[src/hdl/etf_pkg.sv]
`timescale 1ns / 1ps
// Shared types, constants and fixed-point helpers for the escape-time fractal pixel engine.
// Depends on nothing; every other file imports it.
package etf_pkg;

    localparam int FRAC_BITS = 56;
    localparam int SCREEN_W  = 1200;
    localparam int SCREEN_H  = 800;

    localparam logic [2:0] REG_KIND      = 3'd0;
    localparam logic [2:0] REG_ITER_LOG2 = 3'd1;
    localparam logic [2:0] REG_CENTER_RE = 3'd2;
    localparam logic [2:0] REG_CENTER_IM = 3'd3;
    localparam logic [2:0] REG_STEP      = 3'd4;
    localparam logic [2:0] REG_JULIA_RE  = 3'd5;
    localparam logic [2:0] REG_JULIA_IM  = 3'd6;

    localparam logic [1:0] KIND_JULIA = 2'd1;
    localparam logic [1:0] KIND_SHIP  = 2'd2;

    localparam logic signed [63:0] S64_MAX = 64'sh7FFF_FFFF_FFFF_FFFF;
    localparam logic signed [63:0] S64_MIN = 64'sh8000_0000_0000_0000;

    typedef struct packed {
        logic [10:0] pixel_x;
        logic [9:0]  pixel_y;
    } pixel_t;

    typedef struct packed {
        logic [10:0] iteration_count;
        logic [7:0]  red;
        logic [7:0]  green;
        logic [7:0]  blue;
    } result_t;

    typedef struct packed {
        logic [1:0]         fractal_kind;
        logic [3:0]         max_iter_log2;
        logic signed [63:0] center_re;
        logic signed [63:0] center_im;
        logic [62:0]        pixel_step;
        logic signed [63:0] julia_re;
        logic signed [63:0] julia_im;
    } cfg_t;

    typedef struct packed {
        logic signed [63:0] re;
        logic signed [63:0] im;
    } point_t;

    localparam logic [7:0] COS_HALF [0:128] = '{
        8'd255,8'd254,8'd254,8'd254,8'd254,8'd254,8'd253,8'd253,
        8'd252,8'd251,8'd251,8'd250,8'd249,8'd248,8'd247,8'd246,
        8'd245,8'd244,8'd242,8'd241,8'd239,8'd238,8'd236,8'd235,
        8'd233,8'd231,8'd229,8'd228,8'd226,8'd224,8'd221,8'd219,
        8'd217,8'd215,8'd213,8'd210,8'd208,8'd205,8'd203,8'd200,
        8'd198,8'd195,8'd193,8'd190,8'd187,8'd184,8'd182,8'd179,
        8'd176,8'd173,8'd170,8'd167,8'd164,8'd161,8'd158,8'd155,
        8'd152,8'd149,8'd146,8'd143,8'd139,8'd136,8'd133,8'd130,
        8'd127,8'd124,8'd121,8'd118,8'd115,8'd111,8'd108,8'd105,
        8'd102,8'd99, 8'd96, 8'd93, 8'd90, 8'd87, 8'd84, 8'd81,
        8'd78, 8'd75, 8'd72, 8'd70, 8'd67, 8'd64, 8'd61, 8'd59,
        8'd56, 8'd54, 8'd51, 8'd49, 8'd46, 8'd44, 8'd41, 8'd39,
        8'd37, 8'd35, 8'd33, 8'd30, 8'd28, 8'd26, 8'd25, 8'd23,
        8'd21, 8'd19, 8'd18, 8'd16, 8'd15, 8'd13, 8'd12, 8'd10,
        8'd9,  8'd8,  8'd7,  8'd6,  8'd5,  8'd4,  8'd3,  8'd3,
        8'd2,  8'd1,  8'd1,  8'd0,  8'd0,  8'd0,  8'd0,  8'd0,
        8'd0
    };

    function automatic logic signed [63:0] sat_add(input logic signed [63:0] a,
                                                   input logic signed [63:0] b);
        logic signed [64:0] s;
        begin
            s = {a[63], a} + {b[63], b};
            if (s[64] != s[63])
            begin
                sat_add = s[64] ? S64_MIN : S64_MAX;
            end
            else
            begin
                sat_add = s[63:0];
            end
        end
    endfunction

    function automatic logic signed [63:0] with_sign(input logic neg, input logic [63:0] m);
        begin
            if (neg)
            begin
                with_sign = m[63] ? S64_MIN : -$signed(m);
            end
            else
            begin
                with_sign = m[63] ? S64_MAX : $signed(m);
            end
        end
    endfunction

    function automatic logic [7:0] palette_at(input logic [7:0] idx);
        logic [7:0] k;
        begin
            k = (idx > 8'd128) ? 8'(9'd256 - {1'b0, idx}) : idx;
            palette_at = COS_HALF[k];
        end
    endfunction

endpackage

[src/hdl/etf_front.sv]
`timescale 1ns / 1ps
// Front end: accepts pixel beats and maps them to points of the complex plane.
// Depends on etf_pkg; feeds etf_queue.
module etf_front (
    input  logic            clk,
    input  logic            rst_n,
    input  logic            start,
    output logic            busy,
    input  etf_pkg::pixel_t pixel,
    input  etf_pkg::cfg_t   cfg,
    input  logic            q_full,
    output logic            q_push,
    output etf_pkg::point_t q_data
);
    import etf_pkg::*;

    logic        s1_valid_reg, s1_valid_next;
    logic [74:0] prod_x_reg, prod_y_reg;
    logic        neg_x_reg, neg_y_reg;
    logic signed [12:0] off_x, off_y;
    logic [11:0] mag_x, mag_y;
    logic        accept;

    function automatic logic [63:0] half_cap(input logic [74:0] p, input logic neg);
        logic [73:0] q;
        begin
            q = p[74:1] + {73'd0, neg & p[0]};
            if ((|q[73:64]) || (q[63] && (|q[62:0])))
            begin
                half_cap = {1'b1, 63'd0};
            end
            else
            begin
                half_cap = q[63:0];
            end
        end
    endfunction

    assign busy   = s1_valid_reg | q_full;
    assign accept = start & ~busy;

    assign off_x = $signed({1'b0, pixel.pixel_x, 1'b0}) - 13'(SCREEN_W);
    assign off_y = $signed({2'b0, pixel.pixel_y, 1'b0}) - 13'(SCREEN_H);
    assign mag_x = off_x[12] ? 12'(-off_x) : off_x[11:0];
    assign mag_y = off_y[12] ? 12'(-off_y) : off_y[11:0];

    assign s1_valid_next = accept ? 1'b1 : 1'b0;
    assign q_push        = s1_valid_reg;

    always_comb
    begin
        q_data.re = sat_add(cfg.center_re, with_sign(neg_x_reg, half_cap(prod_x_reg, neg_x_reg)));
        q_data.im = sat_add(cfg.center_im, with_sign(neg_y_reg, half_cap(prod_y_reg, neg_y_reg)));
    end

    always_ff @(posedge clk or negedge rst_n)
    begin
        if (!rst_n)
        begin
            s1_valid_reg <= 1'b0;
        end
        else
        begin
            s1_valid_reg <= s1_valid_next;
        end
    end

    always_ff @(posedge clk)
    begin
        if (accept)
        begin
            prod_x_reg <= {63'd0, mag_x} * {12'd0, cfg.pixel_step};
            prod_y_reg <= {63'd0, mag_y} * {12'd0, cfg.pixel_step};
            neg_x_reg  <= off_x[12];
            neg_y_reg  <= off_y[12];
        end
    end

endmodule

[config.mk]
export PLATFORM = sky130hd
export DESIGN_NAME = etf_front
export DESIGN_NICKNAME = d
export VERILOG_FILES = /design/src/hdl/etf_pkg.sv /design/src/hdl/etf_front.sv
export SDC_FILE = /design/constraint.sdc
export NUM_CORES = 2
export LEC_CHECK = 0
export BUFFER_PORTS_ARGS = -buffer_cell sky130_fd_sc_hd__buf_2
export CAP_MARGIN = 20
export CORE_MARGIN = 5
export CORE_UTILIZATION = 47
export DETAILED_ROUTE_END_ITERATION = 6
export PLACE_DENSITY = 0.68
export RECOVER_POWER = 100
export SLEW_MARGIN = 20
export SYNTH_ARGS = -nofsm -noshare
export SYNTH_HDL_FRONTEND = slang
export SYNTH_SLANG_ARGS = --single-unit
[constraint.sdc]
create_clock -name clk -period 11.5 [get_ports clk]
set_input_delay 0.575 -clock clk [delete_from_list [all_inputs] [get_ports clk]]
set_output_delay 0.575 -clock clk [all_outputs]
set_load 0.05 [all_outputs]
## After elaboration in Yosys (flattened, before gate mapping)

Index checks and enable logic that the tools add are counted.
Widths: inputs -> output; s select.

| operators by class | value |
|---|---|
| multipliers | 2 |
| multiplexer cells | 15 |
| reductions and logical operators | 8 |
| add/subtract/negate cells | 10 |
| bitwise operators | 5 |
| eq/ne operators | 2 |

Operators with widths:

| operator | count |
|---|---|
| $mux 64 | 10 |
| $mul 12x63->75 | 2 |
| $add 74x1->74 | 2 |
| $add 64x64->65 | 2 |
| $neg 64->64 | 2 |
| $mux 63 | 2 |
| $reduce_or 63->1 | 2 |
| $mux 12 | 2 |
| $neg 12->12 | 2 |
| $reduce_or 10->1 | 2 |
| $sub 12x11->13 const B | 1 |
| $sub 11x10->12 const B | 1 |
| $and 1x1->1 | 3 |
| $logic_and 1x1->1 | 2 |
| $logic_or 1x1->1 | 2 |
| $ne 1x1->1 | 2 |
| $mux 1 | 1 |
| $not 1->1 | 1 |
| $or 1x1->1 | 1 |

| word-level totals | value |
|---|---|
| output and inout port bits | 130 |
| register bits | 153 |
| word-level logic and storage cells | 47 |
| input port bits | 350 |

## Longest topological paths before layout

| depth | value |
|---|---|
| word-level depth | 12 |
| mapped depth | 32 |
| depth with buffers taken out | 30 |

## Least setup slack after synthesis

No wires, ideal clock.

| path | value |
|---|---|
| kind | register -> register |
| start point | reg s1_valid_reg (netlist: q_push) |
| end point | reg s1_valid_reg (netlist: q_push) |
| cell stages (with the launch flop) | 3 |
| clock period less this slack | 8.125 ns |
| setup slack | 3.375 ns |
| required time | 10.717 ns |
| setup time | 0.783 ns |
| path buffers | 0 |
| arrival | 7.342 ns |
| cells stage by stage | dfrtp_1 -> or2_2 -> nor2_1 |

| on the way | value |
|---|---|
| longest elaborated chain between the ends | 4 |

Ends and longest elaborated chain:

| what | line | RTL |
|---|---|---|
| from (decl) | etf_front.sv:17 | `logic s1_valid_reg, s1_valid_next;` |
| from (signal assigned) | etf_front.sv:64 | `s1_valid_reg <= s1_valid_next;` |
| $or 1x1->1 | etf_front.sv:39 | `assign busy = s1_valid_reg \| q_full;` |
| via busy | etf_front.sv:8 | `output logic busy,` |
| $not 1->1 | etf_front.sv:40 | `assign accept = start & ~busy;` |
| $and 1x1->1 | etf_front.sv:40 |  |
| via accept | etf_front.sv:22 | `logic accept;` |
| $mux 1 | etf_front.sv:47 | `assign s1_valid_next = accept ? 1'b1 : 1'b0;` |

The timed path passes the listed nets, and every way through them passes these cells.
A chain may end at the register's enable or synchronous reset.

==> results <==
- The fraction of registers with async set or reset after synthesis is 0.00662.
- The cell count after placement is 9261.
- The number of clock sinks is 151.
- In this run the deepest clock path goes through 2 buffers.
- The critical register-to-register path startpoint is q_push.
- The tree is rooted in a sky130_fd_sc_hd__clkbuf_16.
- The TritonCTS buffer count is 17.
- For this run, the post-layout net count is 9439.
- The path class of the lowest-slack min-delay path is in -> async.
- The starting utilization of the core area is 0.471.
- The number of cells in the finished layout apart from fillers is 9306.
- Among the stages of the critical path, the cell type that occurs most often is sky130_fd_sc_hd__nand2_1.
- The first detailed-routing pass took 6 iterations.
- The routed layout has 52200 vias.
- In the global route stage, overall resource usage came out at 0.252.
- Walking the worst path, the cells encountered are or4_1 -> nor3_1 -> nand3_1 -> o41ai_1 -> nor2b_1 -> nand2_1 -> ha_1 -> a21boi_0 -> nand2_1 -> nand2_1 -> nand2_1 -> o311ai_0 -> ha_1 -> and3_1 -> nand4_1 -> o31ai_1 -> o21ai_1 -> o211ai_1 -> nand2_1 -> mux2i_4 -> nand2_1 -> clkbuf_2 -> a21oi_1 -> buf_2.
- From bottom edge to top edge, the die measures 375 microns.
- The required time of the critical path is 10.93 ns.
- Of the synthesized area, sequential elements account for 0.0724.
- The depth of the worst register-to-register path is 3.
- For the worst-skew pair, the clock arrives at the later sink with an insertion delay of 0.48 ns.
- Of the post-synthesis cell area, the dominant cell type holds 0.352.
- The highest cell delay on the worst timing path is 1.27 ns.
- Summing every instance area after synthesis gives 0.0626 sq mm.
- The congestion estimate from routability-driven global placement came to 0.938.
- The final clock skew is 0.0119 ns.
- The type of origin of the critical path is a flop.
- The synthesis-stage register bit count is 151.
- The count of input and output buffers is 345.
- The H-tree depth reported by CTS is 4.
- The final count of hold timing violations came to 0.
- The largest net degree at the start of global routing is 72.
- The portion of the clock cycle consumed by the worst path in the final layout is 0.870.
- The maximum frequency from static timing analysis is 0.100 GHz.
- The register clock-pin slew on the reported worst setup and hold paths is 0.07 ns.
- Among all flip-flop cells after synthesis, the most frequent one is sky130_fd_sc_hd__edfxtp_1.
- Of the cells placed in the final design, the portion with a size suffix greater than 1 is 0.0544.
- The number of synthesized flops with an enable pin is 150.
- In the routed design, unresolved DRC markers number 0.
- Subtracting the final worst setup slack from the clock period gives 10.0 ns.
- The flow ran to the end, but the final reports show violations.
- The total detailed-routing wirelength is 177000 microns.
- The worst-path cell with the longest stage delay is sky130_fd_sc_hd__nor2b_1.
- The core box area is 0.133 sq mm.
- The die area is 0.141 sq mm.
- The synthesis-to-finish area growth is 5.60%.
- The number of distinct library cell variants in the gate-level netlist after synthesis is 97.
- The count of antenna-violating nets left after detailed routing is 0.
- The number of antenna violations at the first check in global routing came to 27.
- The violation count after the first detailed-routing iteration is 3789.
- Summed over all instances, the cell type with the most area after synthesis is sky130_fd_sc_hd__fa_1.
- STA puts the critical path data arrival time at 9.42 ns.
- The first global-routing pass estimated 288000 microns of wire.
- The number of warning messages in the yosys log is 0.
- The number of vias per cell is 5.61.
- For the pin with the worst max-slew slack, the measured transition is 3.73 ns.
- Of all nets on the critical path, the largest fanout is 57.
- The worst hold margin is 0.393 ns.
- The number of I/O pins is 480.
- Post-CTS timing repair inserted 0 buffers for setup.
- The count of final max-slew check failures was 255.
- The critical path is of the reg -> out type.
- The width of the die is 375 microns.
- The critical path capture point is q_data[53].
- Setup repair after global routing left no endpoint under its margin.
- The final setup violation count is 0.
- The capture instance of the worst register-to-register path is prod_y_reg[67].
- The final reports fail on capacitance limit, slew limit.
- Synthesis produced a netlist whose cell count is 7475.
- The via count of the first global-routing pass was 53800.
- Leaving out fill and tap cells, the most frequent cell in the layout is sky130_fd_sc_hd__inv_1.
- By area the synthesized netlist is led by sky130_fd_sc_hd__fa_1 (35%), sky130_fd_sc_hd__ha_1 (9.5%), sky130_fd_sc_hd__edfxtp_1 (7.2%), sky130_fd_sc_hd__inv_1 (6.8%), sky130_fd_sc_hd__and2_1 (5.8%).
- The residual overflow from global routing is 0.
- TritonCTS built the clock tree.
- The routed length per instance is 19.0 microns.
- Tracing the worst setup path back leads to its startpoint at prod_y_reg[36].
- The max-capacitance violation count is 6.
- A synthesized cell averages 8.37 sq um.
- Row generation in the floorplan step produced 134 rows.
- Setup total negative slack on the finished layout was measured at 0 ns.
- STA classifies the critical path endpoint as a primary output.
- Headroom to the max-slew limit came out at -1.49.
- The slack of the worst reg-to-reg path is 6.13 ns.
- The number of fillers in the final layout is 12800.
- Leaving out fill and tap cells, the most frequent cells in the layout are sky130_fd_sc_hd__inv_1 (1141), sky130_fd_sc_hd__fa_1 (1100), sky130_fd_sc_hd__nand2_1 (796), sky130_fd_sc_hd__and2_1 (574), sky130_fd_sc_hd__ha_1 (476).
- Once detailed placement completed, the half-perimeter wirelength came to 143000 microns.
## synthesized netlist by cell type (all sizes together) (7+ instances only)
master and number:
inv 1141, fa 1100, nand2 796, and2 577, ha 476, clkbuf 399
a21oi 393, nor2 345, o21ai 334, nor2b 281, xnor2 192, xor2 166
a21o 165, edfxtp 150, and3 96, nor3 89, nand4 84, nand3 74
nand2b 57, a31oi 51, o21bai 50, nor4 41, o21a 37, o211ai 32
a211oi 29, o31ai 29, buf 28, o311ai 25, or3 25, a21boi 20
or2 18, or4 13, a211o 12, a41oi 11, nor3b 9, a311oi 8
o41ai 8, maj3 7, o31a 7
## worst min-delay path by stage
stage          endpoint  cells past startpoint   from  slack, ns
4_1_cts          q_push                      2  rst_n       0.36
2_1_floorplan    q_push                      0  rst_n       0.28
5_1_grt          q_push                      2  rst_n       0.37
6_report         q_push                      2  rst_n       0.39
3_5_place_dp     q_push                      1  rst_n       0.35
3_3_place_gp     q_push                      1  rst_n       0.35
## metal layers
metal | routed length (microns) | vias to the layer above | GRT usage
met2 | 83900 | 1579 | 0.414
met4 | 3690 | 20 | 0.0578
li1 | - | 24000 | -
met5 | 122 | - | 0
met3 | 11300 | 234 | 0.0379
met1 | 78300 | 26400 | 0.352
## area by class of cell
type / instances / area [sq um] / share of cell area
timing repair buffer: 385 / 1930 / 0.0292
multi-input combinational: 5817 / 52500 / 0.795
inverter: 1141 / 4280 / 0.0648
tap: 1768 / 2210 / 0.0335
antenna: 13 / 32.5 / 0.000492
sequential: 151 / 4530 / 0.0685
clock inverter: 14 / 158 / 0.00239
clock buffer: 17 / 425 / 0.00644
## critical path: cells and delay by family, from the launching register on
family,cells,cell delay [ns]
muxes,1,0.43
buffers and inverters,2,0.81
AOI/OAI and AO/OA,7,2.48
and+or+nand+nor,12,3.97
DFF,1,0.47
adders and majority gates,2,0.80
## kinds of logic after synthesis
kind of cell | Yosys count | share of synthesized area
xor+xnor | 358 | 0.0502
other cells | 2 | 0.000120
flops | 151 | 0.0724
compound gates | 1281 | 0.128
simple gates | 2527 | 0.206
buf+inv | 1568 | 0.0946
mux | 5 | 0.00102
fa+ha+maj | 1583 | 0.448
## what timing repair did
item / 4_1_cts / 5_1_grt
hold endpoints to repair: 1 / 0
hold buffers: 1 / 0
setup endpoints to repair: 0 / 0
resized for setup: 0 / 0
## metrics by stage
step,setup slack [ns],utilization,cell area (sq um)
2_1_floorplan,3.38,-,62800
3_3_place_gp,1.98,0.494,65600
3_5_place_dp,1.87,0.494,65600
4_1_cts,2.35,0.498,66200
5_1_grt,0.865,0.497,66100
6_report,1.50,0.497,66100
Power is not shown: default switching activity piles up to over one toggle a cycle in this logic, so the estimate is an artifact.
