`config.mk`:
```
export PLATFORM = sky130hd
export DESIGN_NAME = etf_queue
export DESIGN_NICKNAME = d
export VERILOG_FILES = /design/src/hdl/etf_pkg.sv /design/src/hdl/etf_queue.sv
export SDC_FILE = /design/constraint.sdc
export NUM_CORES = 1
export LEC_CHECK = 0
export BUFFER_PORTS_ARGS = -buffer_cell sky130_fd_sc_hd__buf_2
export CAP_MARGIN = 20
export CORE_MARGIN = 8
export CORE_UTILIZATION = 31
export CTS_CLUSTER_SIZE = 30
export DETAILED_ROUTE_END_ITERATION = 10
export PLACE_DENSITY = 0.49
export SETUP_SLACK_MARGIN = 0.02
export SYNTH_ARGS = -nofsm -noshare
export SYNTH_HDL_FRONTEND = slang
export SYNTH_SLANG_ARGS = --single-unit
```
`constraint.sdc`:
```
create_clock -name clk -period 12.1 [get_ports clk]
set_input_delay 0 -clock clk [delete_from_list [all_inputs] [get_ports clk]]
set_output_delay 0 -clock clk [all_outputs]
set_load 0.005 [all_outputs]
```
`src/hdl/etf_pkg.sv`:
```
`timescale 1ns / 1ps
// Shared types, constants and fixed-point helpers for the escape-time fractal pixel engine.
// Depends on nothing; every other file imports it.
package etf_pkg;

    localparam int FRAC_BITS = 56;
    localparam int SCREEN_W  = 1200;
    localparam int SCREEN_H  = 800;

    localparam logic [2:0] REG_KIND      = 3'd0;
    localparam logic [2:0] REG_ITER_LOG2 = 3'd1;
    localparam logic [2:0] REG_CENTER_RE = 3'd2;
    localparam logic [2:0] REG_CENTER_IM = 3'd3;
    localparam logic [2:0] REG_STEP      = 3'd4;
    localparam logic [2:0] REG_JULIA_RE  = 3'd5;
    localparam logic [2:0] REG_JULIA_IM  = 3'd6;

    localparam logic [1:0] KIND_JULIA = 2'd1;
    localparam logic [1:0] KIND_SHIP  = 2'd2;

    localparam logic signed [63:0] S64_MAX = 64'sh7FFF_FFFF_FFFF_FFFF;
    localparam logic signed [63:0] S64_MIN = 64'sh8000_0000_0000_0000;

    typedef struct packed {
        logic [10:0] pixel_x;
        logic [9:0]  pixel_y;
    } pixel_t;

    typedef struct packed {
        logic [10:0] iteration_count;
        logic [7:0]  red;
        logic [7:0]  green;
        logic [7:0]  blue;
    } result_t;

    typedef struct packed {
        logic [1:0]         fractal_kind;
        logic [3:0]         max_iter_log2;
        logic signed [63:0] center_re;
        logic signed [63:0] center_im;
        logic [62:0]        pixel_step;
        logic signed [63:0] julia_re;
        logic signed [63:0] julia_im;
    } cfg_t;

    typedef struct packed {
        logic signed [63:0] re;
        logic signed [63:0] im;
    } point_t;

    localparam logic [7:0] COS_HALF [0:128] = '{
        8'd255,8'd254,8'd254,8'd254,8'd254,8'd254,8'd253,8'd253,
        8'd252,8'd251,8'd251,8'd250,8'd249,8'd248,8'd247,8'd246,
        8'd245,8'd244,8'd242,8'd241,8'd239,8'd238,8'd236,8'd235,
        8'd233,8'd231,8'd229,8'd228,8'd226,8'd224,8'd221,8'd219,
        8'd217,8'd215,8'd213,8'd210,8'd208,8'd205,8'd203,8'd200,
        8'd198,8'd195,8'd193,8'd190,8'd187,8'd184,8'd182,8'd179,
        8'd176,8'd173,8'd170,8'd167,8'd164,8'd161,8'd158,8'd155,
        8'd152,8'd149,8'd146,8'd143,8'd139,8'd136,8'd133,8'd130,
        8'd127,8'd124,8'd121,8'd118,8'd115,8'd111,8'd108,8'd105,
        8'd102,8'd99, 8'd96, 8'd93, 8'd90, 8'd87, 8'd84, 8'd81,
        8'd78, 8'd75, 8'd72, 8'd70, 8'd67, 8'd64, 8'd61, 8'd59,
        8'd56, 8'd54, 8'd51, 8'd49, 8'd46, 8'd44, 8'd41, 8'd39,
        8'd37, 8'd35, 8'd33, 8'd30, 8'd28, 8'd26, 8'd25, 8'd23,
        8'd21, 8'd19, 8'd18, 8'd16, 8'd15, 8'd13, 8'd12, 8'd10,
        8'd9,  8'd8,  8'd7,  8'd6,  8'd5,  8'd4,  8'd3,  8'd3,
        8'd2,  8'd1,  8'd1,  8'd0,  8'd0,  8'd0,  8'd0,  8'd0,
        8'd0
    };

    function automatic logic signed [63:0] sat_add(input logic signed [63:0] a,
                                                   input logic signed [63:0] b);
        logic signed [64:0] s;
        begin
            s = {a[63], a} + {b[63], b};
            if (s[64] != s[63])
            begin
                sat_add = s[64] ? S64_MIN : S64_MAX;
            end
            else
            begin
                sat_add = s[63:0];
            end
        end
    endfunction

    function automatic logic signed [63:0] with_sign(input logic neg, input logic [63:0] m);
        begin
            if (neg)
            begin
                with_sign = m[63] ? S64_MIN : -$signed(m);
            end
            else
            begin
                with_sign = m[63] ? S64_MAX : $signed(m);
            end
        end
    endfunction

    function automatic logic [7:0] palette_at(input logic [7:0] idx);
        logic [7:0] k;
        begin
            k = (idx > 8'd128) ? 8'(9'd256 - {1'b0, idx}) : idx;
            palette_at = COS_HALF[k];
        end
    endfunction

endpackage

```
`src/hdl/etf_queue.sv`:
```
`timescale 1ns / 1ps
// Two-entry queue of mapped points between the front end and the iteration engine.
// Depends on etf_pkg.
module etf_queue (
    input  logic            clk,
    input  logic            rst_n,
    input  logic            push,
    input  etf_pkg::point_t wr_data,
    input  logic            pop,
    output etf_pkg::point_t rd_data,
    output logic            full,
    output logic            empty
);
    import etf_pkg::*;

    point_t     mem [0:1];
    logic       wr_ptr_reg, rd_ptr_reg;
    logic [1:0] count_reg, count_next;

    assign full    = count_reg == 2'd2;
    assign empty   = count_reg == 2'd0;
    assign rd_data = mem[rd_ptr_reg];

    always_comb
    begin
        count_next = count_reg;
        if (push && !pop)
        begin
            count_next = count_reg + 2'd1;
        end
        else if (pop && !push)
        begin
            count_next = count_reg - 2'd1;
        end
    end

    always_ff @(posedge clk or negedge rst_n)
    begin
        if (!rst_n)
        begin
            wr_ptr_reg <= 1'b0;
            rd_ptr_reg <= 1'b0;
            count_reg  <= 2'd0;
        end
        else
        begin
            count_reg <= count_next;
            if (push)
            begin
                wr_ptr_reg <= ~wr_ptr_reg;
            end
            if (pop)
            begin
                rd_ptr_reg <= ~rd_ptr_reg;
            end
        end
    end

    always_ff @(posedge clk)
    begin
        if (push)
        begin
            mem[wr_ptr_reg] <= wr_data;
        end
    end

endmodule

```
# ---- After elaboration in Yosys (flattened, before gate mapping)
# Memories as Yosys holds them, arrays and structs flattened.
# Cells that the tools add are included.
dict set report classes {
  muxes 4
  eq_ne 1
  n_addsub 2
  n_bitwise 2
  n_reduce_logical 6
}
# op n
set op_table {}
lappend op_table {{$mux W2} 2}
lappend op_table {{$add A2 B1 Y2 const B} 1}
lappend op_table {{$eq A2 B2 Y1 const B} 1}
lappend op_table {{$logic_and A1 B1 Y1} 2}
lappend op_table {{$logic_not A1 Y1} 2}
lappend op_table {{$logic_not A2 Y1} 1}
lappend op_table {{$mux W1} 2}
lappend op_table {{$not A1 Y1} 2}
lappend op_table {{$reduce_bool A2 Y1} 1}
lappend op_table {{$sub A2 B1 Y2 const B} 1}
dict set report word_totals {
  ramBits 256
  word_cells 19
  output_inout_bits 130
  in_bits 132
  memories 1
  regBits 4
}
# name depth word_bits read_ports rd_ports_with_merged_regs wr line
set memory_table {}
lappend memory_table {mem 2 128 1 0 1 etf_queue.sv:16} ;# point_t mem [0:1];

# ---- Logic depth before layout (Yosys ltp)
# Gate-level depths: netlist (run 1).
dict set report logic_depth {
  word_depth 4
  ltp_mapped 5
}

# ---- Worst setup path after synthesis (run 1)
# No wires, ideal clock.
dict set report synth_timing {
  kind {flip-flop to flip-flop}
  from {register wr_ptr_reg}
  to {memory mem[0][0] (netlist bit) (enable)}
  path_stages_with_launch 2
  synth_period_minus_slack_ns 6.690
  slack_ns 5.410
  n_path_buf 0
  arrival_time_ns 6.058
  cell_sequence {dfrtp_1 > nor2b_1}
}
# item line
set synth_lines {}
lappend synth_lines {{start, declared} etf_queue.sv:17} ;# logic wr_ptr_reg, rd_ptr_reg;
lappend synth_lines {{start signal, assigned} etf_queue.sv:50} ;# wr_ptr_reg <= ~wr_ptr_reg;
lappend synth_lines {{end, declared} etf_queue.sv:16}
# Straight into the memory's write port.

==> flow_summary.json, run 1 <==
{
  "die_area_mm2": 0.0364,
  "yosysTopAreaCell": "edfxtp_1",
  "cts_max_level": 1,
  "cts_buffers": 28,
  "synth_flop_cell": "edfxtp_1",
  "power_density_mw_per_mm2": 213,
  "worstPathRequired_ns": 12.10,
  "synth_most_common_cell": "edfxtp_1",
  "drc": 0,
  "met3_length_mm": 1.77,
  "wl_per_cell_um": 17.4,
  "total_power_mw": 2.87,
  "n_antenna_cell": 0,
  "synth_seq_area_share": 0.823,
  "portBuffers": 261,
  "period_needed_ns": 3.01,
  "timing.slew.headroom": 0.273,
  "utilization": 0.444,
  "drt_iter0_drc": 162,
  "area_growth_pct": 42.3,
  "clkTransAtPathRegs_ns": 0.06,
  "wirelength_mm": 21.7,
  "clk_latency_ns": 0.53,
  "largest_reg_flops": 256,
  "ys_seq_elements": 260,
  "finClkSkew_ns": 0.00683,
  "track_usage": 0.115,
  "met1Wirelength_mm": 8.60,
  "core_mm2": 0.0303,
  "num_rows": 64,
  "synth_nets": 547,
  "grt-ovfl-total": 0,
  "grt_pass1_vias": 5930,
  "clockRootBuffer": "clkbuf_16",
  "dr.pass1.iters": 4,
  "synth_edf_count": 256,
  "yosys-top-cells-count": "256 x edfxtp_1, 128 x mux2_2, 13 x buf_6",
  "avgSynthCellArea_um2": 22.9,
  "netlist_area_mm2": 0.00947,
  "worstPathArrival_ns": 3.01,
  "endpoint_kind": "output port",
  "clock_path_buffers": 3,
  "via_count": 5272,
  "dp_hpwl_mm": 14.1,
  "ir_worst_vdd_v": 0.000120,
  "hold_viol_final": 0,
  "cts_tree": "done",
  "max_clock_freq_ghz": 0.332,
  "syn-instance-count": 414,
  "grt_pass1_wl_mm": 33.2,
  "outcome": "finished clean",
  "rsz0062_at_grt": "false",
  "drive_above_1_share": 0.515,
  "crit_type": "flop to output port",
  "route.met2.wl_mm": 10.7,
  "place.gp.congestion": 0.699,
  "fill_cells": 2690,
  "worst_pin_slew_ns": 1.09,
  "crit_path_max_fanout": 78,
  "grt_start_max_net_pins": 79,
  "highest_layer": "met4",
  "slew_violations": 0,
  "synth_cell_type_count": 12,
  "min_period_over_period": 0.249,
  "antenna_found_initial": 0,
  "critPathLaunchType": "flop",
  "boundaryPins": 262,
  "cts_setup_buffers": 0,
  "ys_warn_count": 0,
  "setup_violations": 0,
  "yosys.area.top_type_share": 0.812,
  "synth_async_sr_flop_share": 0.0154,
  "dieWidth_um": 191,
  "hp-class": "input port to flop",
  "clkSinkCount": 260,
  "die_h_um": 191,
  "synth_area_leaders": "edfxtp_1 81%, mux2_2 15%, buf_6 1.5%",
  "vias_per_cell": 4.23,
  "fin_tns_setup_ns": 0,
  "cap_violations": 0,
  "initial_core_util": 0.312,
  "ant_nets": 0,
  "p_leak_nw": 5.07,
  "fin_nets": 960
}
[path summary, 6_finish.rpt]
path	slack, ns	endpoint	depth (start not counted)	startpoint
worst max-delay path	9.09	rd_data[95]	3	rd_ptr_reg
worst min-delay path	0.19	mem[1][81]	2	wr_data[81]
worst max register to register	9.64	mem[1][28]	2	wr_ptr_reg
worst min register to register	0.49	count_reg[1]	1	count_reg[1]
max in group asynchronous	11.51	rd_ptr_reg	3	rst_n
min in group asynchronous	0.39	count_reg[1]	3	rst_n
[what timing repair did]
action                     in CTS  in global routing
hold buffers                  132                  0
setup endpoints to repair       0                  0
hold endpoints to repair      276                  0
gates resized for setup         0                  0
[metrics by stage]
stage / setup WS, ns / cells / hold WS, ns / cell area (um^2)
2_1_floorplan: 5.41 / 414 / -0.296 / 9470
3_3_place_gp: 9.61 / 1061 / -0.186 / 11200
3_5_place_dp: 9.57 / 1061 / -0.182 / 11200
4_1_cts: 8.99 / 1245 / 0.151 / 13500
5_1_grt: 8.90 / 1245 / 0.159 / 13500
6_report: 9.09 / 1245 / 0.195 / 13500
[final cells by class]
class	instances	area [um^2]	share of cell area
clock buffer	34	744	0.0553
clock inverter	18	240	0.0178
inverter	1	3.75	0.000279
multi-input combinational	139	1530	0.114
sequential	260	7790	0.579
tap	396	495	0.0368
timing repair buffer	397	2660	0.197
[power breakdown]
part           switching [mW]  internal (mW)
Clock                   0.332          0.563
Sequential             0.0716           1.20
Combinational           0.343          0.367
[cell usage in the layout, fill, tap and decap left out]
cell type      count
buf_2            261
edfxtp_1         256
dlygate4sd3_1    132
mux2_2           128
clkbuf_16         29
clkinv_1           6
bufinv_16          6
clkbuf_1           5
xor2_1             4
buf_4              4
clkinvlp_4         3
clkinv_2           3
dfrtp_1            3
nor2_1             2
and2_4             1
inv_1              1
nor2b_1            1
nor2b_4            1
xnor2_1            1
ha_1               1
dfrtp_4            1
[critical path, cell delays in order, from the launching register on]
cell	delay, ns
dfrtp_4	0.89
buf_4	0.92
mux2_2	0.44
buf_2	0.13
[cells by family after synthesis]
logic type               Yosys count  share of synthesized area
AND/OR/NAND/NOR                    5                    0.00278
adder cells (fa/ha/maj)            1                    0.00132
flip-flops                       260                      0.823
multiplexers                     128                      0.152
buffers and inverters             15                     0.0164
XOR/XNOR                           5                    0.00463
[per-layer routing]
| layer | track usage | vias to the layer above |
|---|---|---|
| met5 | 0 | - |
| met4 | 0.0337 | 0 |
| met3 | 0.0402 | 39 |
| met2 | 0.196 | 182 |
| met1 | 0.135 | 2577 |
| li1 | - | 2474 |
Note: power is estimated with default switching activity, not from simulation.
==> run 2: changes to the inputs <==
==> constraint.sdc (replaced) <==
create_clock -name clk -period 2.8 [get_ports clk]
set_input_delay 0 -clock clk [delete_from_list [all_inputs] [get_ports clk]]
set_output_delay 0 -clock clk [all_outputs]
set_load 0.005 [all_outputs]
==> run 2 against run 1 <==
Against the previous run:
- sequential share of layout area grew 0.15 points
- via count grew 0.36%
- worst hold slack lost 0.0013 ns
- die area is the same
- cell area shrank 0.25%
- clock skew grew 0.0011 ns
- cell count grew 0.32%
- flip-flop and latch count is the same
- sequential power grew to 4.3 times the previous value
- register-to-register slack lost 8.5 ns
- global-route usage shrank 0.34 points
- total power grew to 4.2 times the previous value
- critical path type unchanged
- largest power group unchanged
==> flow_summary.json, run 2 (same netlist as run 1, synthesis figures left out) <==
{
  "rrSetupSlack_ns": 1.14,
  "drt_iter0_drc": 142,
  "crit_type": "flop to output port",
  "ir_worst_vdd_v": 0.000423,
  "dieWidth_um": 191,
  "cts_max_level": 1,
  "cts_resized": 0,
  "max_clock_freq_ghz": 0.464,
  "crit_path_max_fanout": 63,
  "grt_pass1_vias": 6011,
  "min_from": "wr_data[9]",
  "dpl_cell_area_mm2": 0.0113,
  "boundaryPins": 262,
  "setup_violations": 0,
  "grt_pass1_wl_mm": 32.4,
  "grt_start_max_net_pins": 129,
  "area_growth_pct": 41.9,
  "worst_pin_slew_ns": 0.738,
  "dr.pass1.iters": 4,
  "wl_per_cell_um": 17.0,
  "cts_buffers": 28,
  "place.gp.congestion": 0.698,
  "num_rows": 64,
  "drive_above_1_share": 0.512,
  "hp-class": "input port to flop",
  "worst_r2r_path_depth": 2,
  "dp_hpwl_mm": 13.9,
  "core_mm2": 0.0303,
  "multi_input_area_mm2": 0.00153,
  "critPathLaunchType": "flop",
  "power_density_mw_per_mm2": 894,
  "vias_per_cell": 4.24,
  "hold_viol_final": 0,
  "fin_tns_setup_ns": 0,
  "clock_path_buffers": 3,
  "worstPathArrival_ns": 2.15,
  "clk_latency_ns": 0.53,
  "cp-startpoint": "rd_ptr_reg",
  "die_area_mm2": 0.0364,
  "slew_violations": 0,
  "regArea_mm2": 0.00779,
  "worst_r2r_startpoint": "wr_ptr_reg",
  "n_antenna_cell": 0,
  "timing.slew.headroom": 0.508,
  "hold_depth": 2,
  "outcome": "finished clean",
  "cts_tree": "done",
  "cts_setup_buffers": 0,
  "mostFrequentLayoutCells": "261 x buf_2, 256 x edfxtp_1, 132 x dlygate4sd3_1",
  "wirelength_mm": 21.2,
  "clkSinkCount": 260,
  "antenna_found_initial": 0,
  "clkTransAtPathRegs_ns": 0.06,
  "fin_nets": 965,
  "ant_nets": 0,
  "initial_core_util": 0.312,
  "drc": 0,
  "fill_cells": 2667,
  "grt-ovfl-total": 0,
  "worstPathRequired_ns": 2.80,
  "die_h_um": 191,
  "finClkSkew_ns": 0.00791,
  "r2r-end": "mem[1][44]",
  "min_period_over_period": 0.769,
  "largest_reg_flops": 256,
  "rsz0062_at_grt": "false",
  "clockRootBuffer": "clkbuf_16",
  "via_count": 5291,
  "hold_end": "mem[1][9]",
  "portBuffers": 261,
  "cap_violations": 0,
  "endpoint_kind": "output port",
  "track_usage": 0.111,
  "stdcell_area_mm2": 0.0134,
  "p_leak_nw": 5.05,
  "final_common_cell": "buf_2",
  "utilization": 0.443,
  "period_needed_ns": 2.15
}
[run 2: per-stage QoR]
stage	setup WS [ns]	std cells	power [mW]	hold WS, ns
6_report	0.646	1249	12.0	0.193
3_3_place_gp	1.14	1066	8.62	-0.192
3_5_place_dp	1.08	1066	8.67	-0.190
5_1_grt	0.528	1249	12.6	0.177
4_1_cts	0.582	1249	12.3	0.159
2_1_floorplan	0.0540	414	7.32	-0.296
[run 2: final cells by class]
type / instances / share of cell area
Sequential cell: 260 / 0.580
Timing Repair Buffer: 402 / 0.205
Multi-Input combinational cell: 139 / 0.114
Clock buffer: 36 / 0.0560
Tap cell: 396 / 0.0369
Clock inverter: 15 / 0.00736
Inverter: 1 / 0.000279
[run 2: what timing repair did]
item	in CTS	in global routing
endpoints found under the hold margin	264	0
setup endpoints to repair	0	0
hold buffers	132	0
[run 2: where the power goes]
group | internal [mW] | switching [mW] | total [mW] | leakage [nW]
sequential | 5.17 | 0.231 | 5.40 | 2.45
combinational | 1.67 | 1.56 | 3.23 | 2.20
clock | 1.97 | 1.41 | 3.38 | 0.408
total | 8.81 | 3.20 | 12.0 | 5.05
[run 2: metal layers]
| metal | track usage | vias up | routed length (um) |
|---|---|---|---|
| li1 | - | 2491 | - |
| met1 | 0.132 | 2566 | 8450 |
| met2 | 0.190 | 195 | 10400 |
| met3 | 0.0358 | 39 | 1770 |
| met4 | 0.0334 | 0 | 572 |
| met5 | 0 | - | 0 |
[run 2: worst max-delay path by stage]
stage                         to  slack [ns]
finish              rd_data[125]        0.65
global route        rd_data[125]        0.53
CTS                  rd_data[25]        0.58
detailed placement    mem[1][49]        1.08
global placement      mem[1][49]        1.14
floorplan              mem[0][0]        0.05
[run 2: worst max-delay path, stage by stage, from the launching register on]
cell and delay (ns):
dfrtp_4 0.65, buf_12 0.33, mux2_2 0.41, buf_2 0.14
==> run 3: changes to the inputs <==
--- a/config.mk
+++ b/config.mk
@@ -5,6 +5,7 @@
 export SDC_FILE = /design/constraint.sdc
 export NUM_CORES = 1
 export LEC_CHECK = 0
+export ABC_AREA = 1
 export BUFFER_PORTS_ARGS = -buffer_cell sky130_fd_sc_hd__buf_2
 export CAP_MARGIN = 20
 export CORE_MARGIN = 8
==> constraint.sdc (replaced) <==
create_clock -name clk -period 2.1 [get_ports clk]
set_input_delay 0 -clock clk [delete_from_list [all_inputs] [get_ports clk]]
set_output_delay 0 -clock clk [all_outputs]
set_load 0.005 [all_outputs]
==> run 3 against run 2 <==
Against the previous run:
- clock power up 35%
- clock-buffer cell count down 2
- combinational power increased by 37%
- global-route usage increased by 0.20 points
- sequential share of layout area decreased by 0.24 points
==> flow_summary.json, run 3 <==
{
  "rsz0062_at_grt": "false",
  "dieWidth_um": 191,
  "place.gp.congestion": 0.715,
  "stdcell_area_mm2": 0.0135,
  "fin_ws_ns": 0.178,
  "grt_start_max_net_pins": 75,
  "clock_path_buffers": 3,
  "synth_flop_cell": "edfxtp_1",
  "yosys-top-cells-count": "256 x edfxtp_1, 128 x mux2_2, 13 x buf_6",
  "drc": 0,
  "syn-instance-count": 423,
  "hold_viol_final": 0,
  "grt_pass1_vias": 6037,
  "netlist_area_mm2": 0.00949,
  "antenna_found_initial": 0,
  "mostFrequentLayoutCells": "261 x buf_2, 256 x edfxtp_1, 132 x dlygate4sd3_1",
  "track_usage": 0.113,
  "drt_iter0_drc": 179,
  "timing.slew.headroom": 0.680,
  "slew_violations": 0,
  "portBuffers": 261,
  "yosys.area.top_type_share": 0.810,
  "dpl_cell_area_mm2": 0.0113,
  "clkSinkCount": 260,
  "n_antenna_cell": 0,
  "cts_tree": "done",
  "avgSynthCellArea_um2": 22.4,
  "vias_per_cell": 4.24,
  "worst_r2r_path_depth": 3,
  "synth_area_leaders": "edfxtp_1 81%, mux2_2 15%, buf_6 1.5%",
  "worst_pin_slew_ns": 0.479,
  "worstPathRequired_ns": 2.10,
  "setup_violations": 0,
  "max_clock_freq_ghz": 0.520,
  "min_from": "wr_data[115]",
  "core_mm2": 0.0303,
  "clockRootBuffer": "clkbuf_16",
  "hp-class": "input port to flop",
  "fin_nets": 974,
  "wirelength_mm": 21.4,
  "outcome": "finished clean",
  "ir_worst_vdd_v": 0.000636,
  "synth_cell_type_count": 13,
  "largest_reg_flops": 256,
  "cts_buffers": 28,
  "critPathLaunchType": "flop",
  "grt-ovfl-total": 0,
  "boundaryPins": 262,
  "clkTransAtPathRegs_ns": 0.06,
  "via_count": 5326,
  "utilization": 0.444,
  "grt_pass1_wl_mm": 33.0,
  "endpoint": "rd_data[53]",
  "crit_type": "flop to output port",
  "die_area_mm2": 0.0365,
  "endpoint_kind": "output port",
  "p_leak_nw": 5.09,
  "ys_seq_elements": 260,
  "dp_hpwl_mm": 14.3,
  "final_common_cell": "buf_2",
  "synth_nets": 556,
  "post-place-ws_ns": 0.565,
  "cts_resized": 0,
  "ant_nets": 0,
  "rrSetupSlack_ns": 0.69,
  "r2r-end": "mem[1][28]",
  "synth_async_sr_flop_share": 0.0154,
  "wl_per_cell_um": 17.1,
  "initial_core_util": 0.313,
  "clk_latency_ns": 0.53,
  "synth_most_common_cell": "edfxtp_1",
  "cts_max_level": 1,
  "worst_r2r_startpoint": "wr_ptr_reg",
  "synth_edf_count": 256,
  "num_rows": 64,
  "cap_violations": 0,
  "cp-startpoint": "rd_ptr_reg",
  "worstPathArrival_ns": 1.92,
  "synth_seq_area_share": 0.821,
  "crit_path_max_fanout": 17,
  "finClkSkew_ns": 0.00880,
  "min_period_over_period": 0.915,
  "period_needed_ns": 1.92,
  "dr.pass1.iters": 4,
  "power_density_mw_per_mm2": 1200,
  "yosysTopAreaCell": "edfxtp_1",
  "die_h_um": 191,
  "area_growth_pct": 42.2,
  "ys_warn_count": 0,
  "drive_above_1_share": 0.508
}
==> run 3: changes by cell type after synthesis, sizes merged <==
cell / change
and2: -1
inv: +6
nand2: +5
nand3: +1
nand4: +1
nor2: +1
nor2b: -2
xor2: -2
==> run 3: power breakdown <==
part           switching (mW)  leakage, nW  internal (mW)
sequential              0.282         2.45           6.89
clock                    1.85        0.417           2.72
combinational            2.14         2.23           2.29
total                    4.27         5.09           11.9
==> run 3: metrics by stage <==
stage	setup TNS [ns]	hold slack (ns)	cells	total power [mW]
2_1_floorplan	-168.36	-0.296	423	9.78
3_3_place_gp	0	-0.188	1074	11.5
3_5_place_dp	0	-0.186	1074	11.6
4_1_cts	0	0.150	1255	16.5
5_1_grt	0	0.153	1255	17.1
6_report	0	0.192	1255	16.2
==> run 3: critical path, stage by stage, from the launching register on <==
cell and delay, ns:
dfrtp_4 0.58, buf_4 0.30, mux2_2 0.37, buf_2 0.13
==> run 3: worst min-delay path by stage <==
stage,endpoint,depth (start not counted)
after floorplan,count_reg[0],0
after global placement,wr_ptr_reg,1
after detailed placement,wr_ptr_reg,1
after CTS,mem[1][86],2
after global routing,mem[1][86],2
final,mem[0][115],2
==> run 3: timing repair <==
item	in CTS	in global routing
buffers inserted	1	0
hold buffers	132	0
hold endpoints to repair	264	0
endpoints found under the setup margin	17	0
==> run 3: area by class of cell <==
type | instances | area, um^2
fillers | 2654 | 16900
well taps | 396 | 495
multi-input cells | 142 | 1530
flip-flops and latches | 260 | 7790
repair buffers | 402 | 2790
clock buffers | 34 | 744
clock inverters | 14 | 109
inverters | 7 | 30.0
==> run 3: layer usage <==
layer / vias to the layer above / GRT usage / wire length (um)
met5: - / 0 / 0
met4: 0 / 0.0349 / 490
met3: 37 / 0.0376 / 1750
met2: 167 / 0.198 / 10900
met1: 2615 / 0.130 / 8320
li1: 2507 / - / -
==> run 3: cell families after synthesis <==
group,count (synthesis),share of synthesized area
buf+inv,21,0.0187
fa+ha+maj,1,0.00132
flops,260,0.821
mux,128,0.152
simple gates,10,0.00435
xor+xnor,3,0.00277
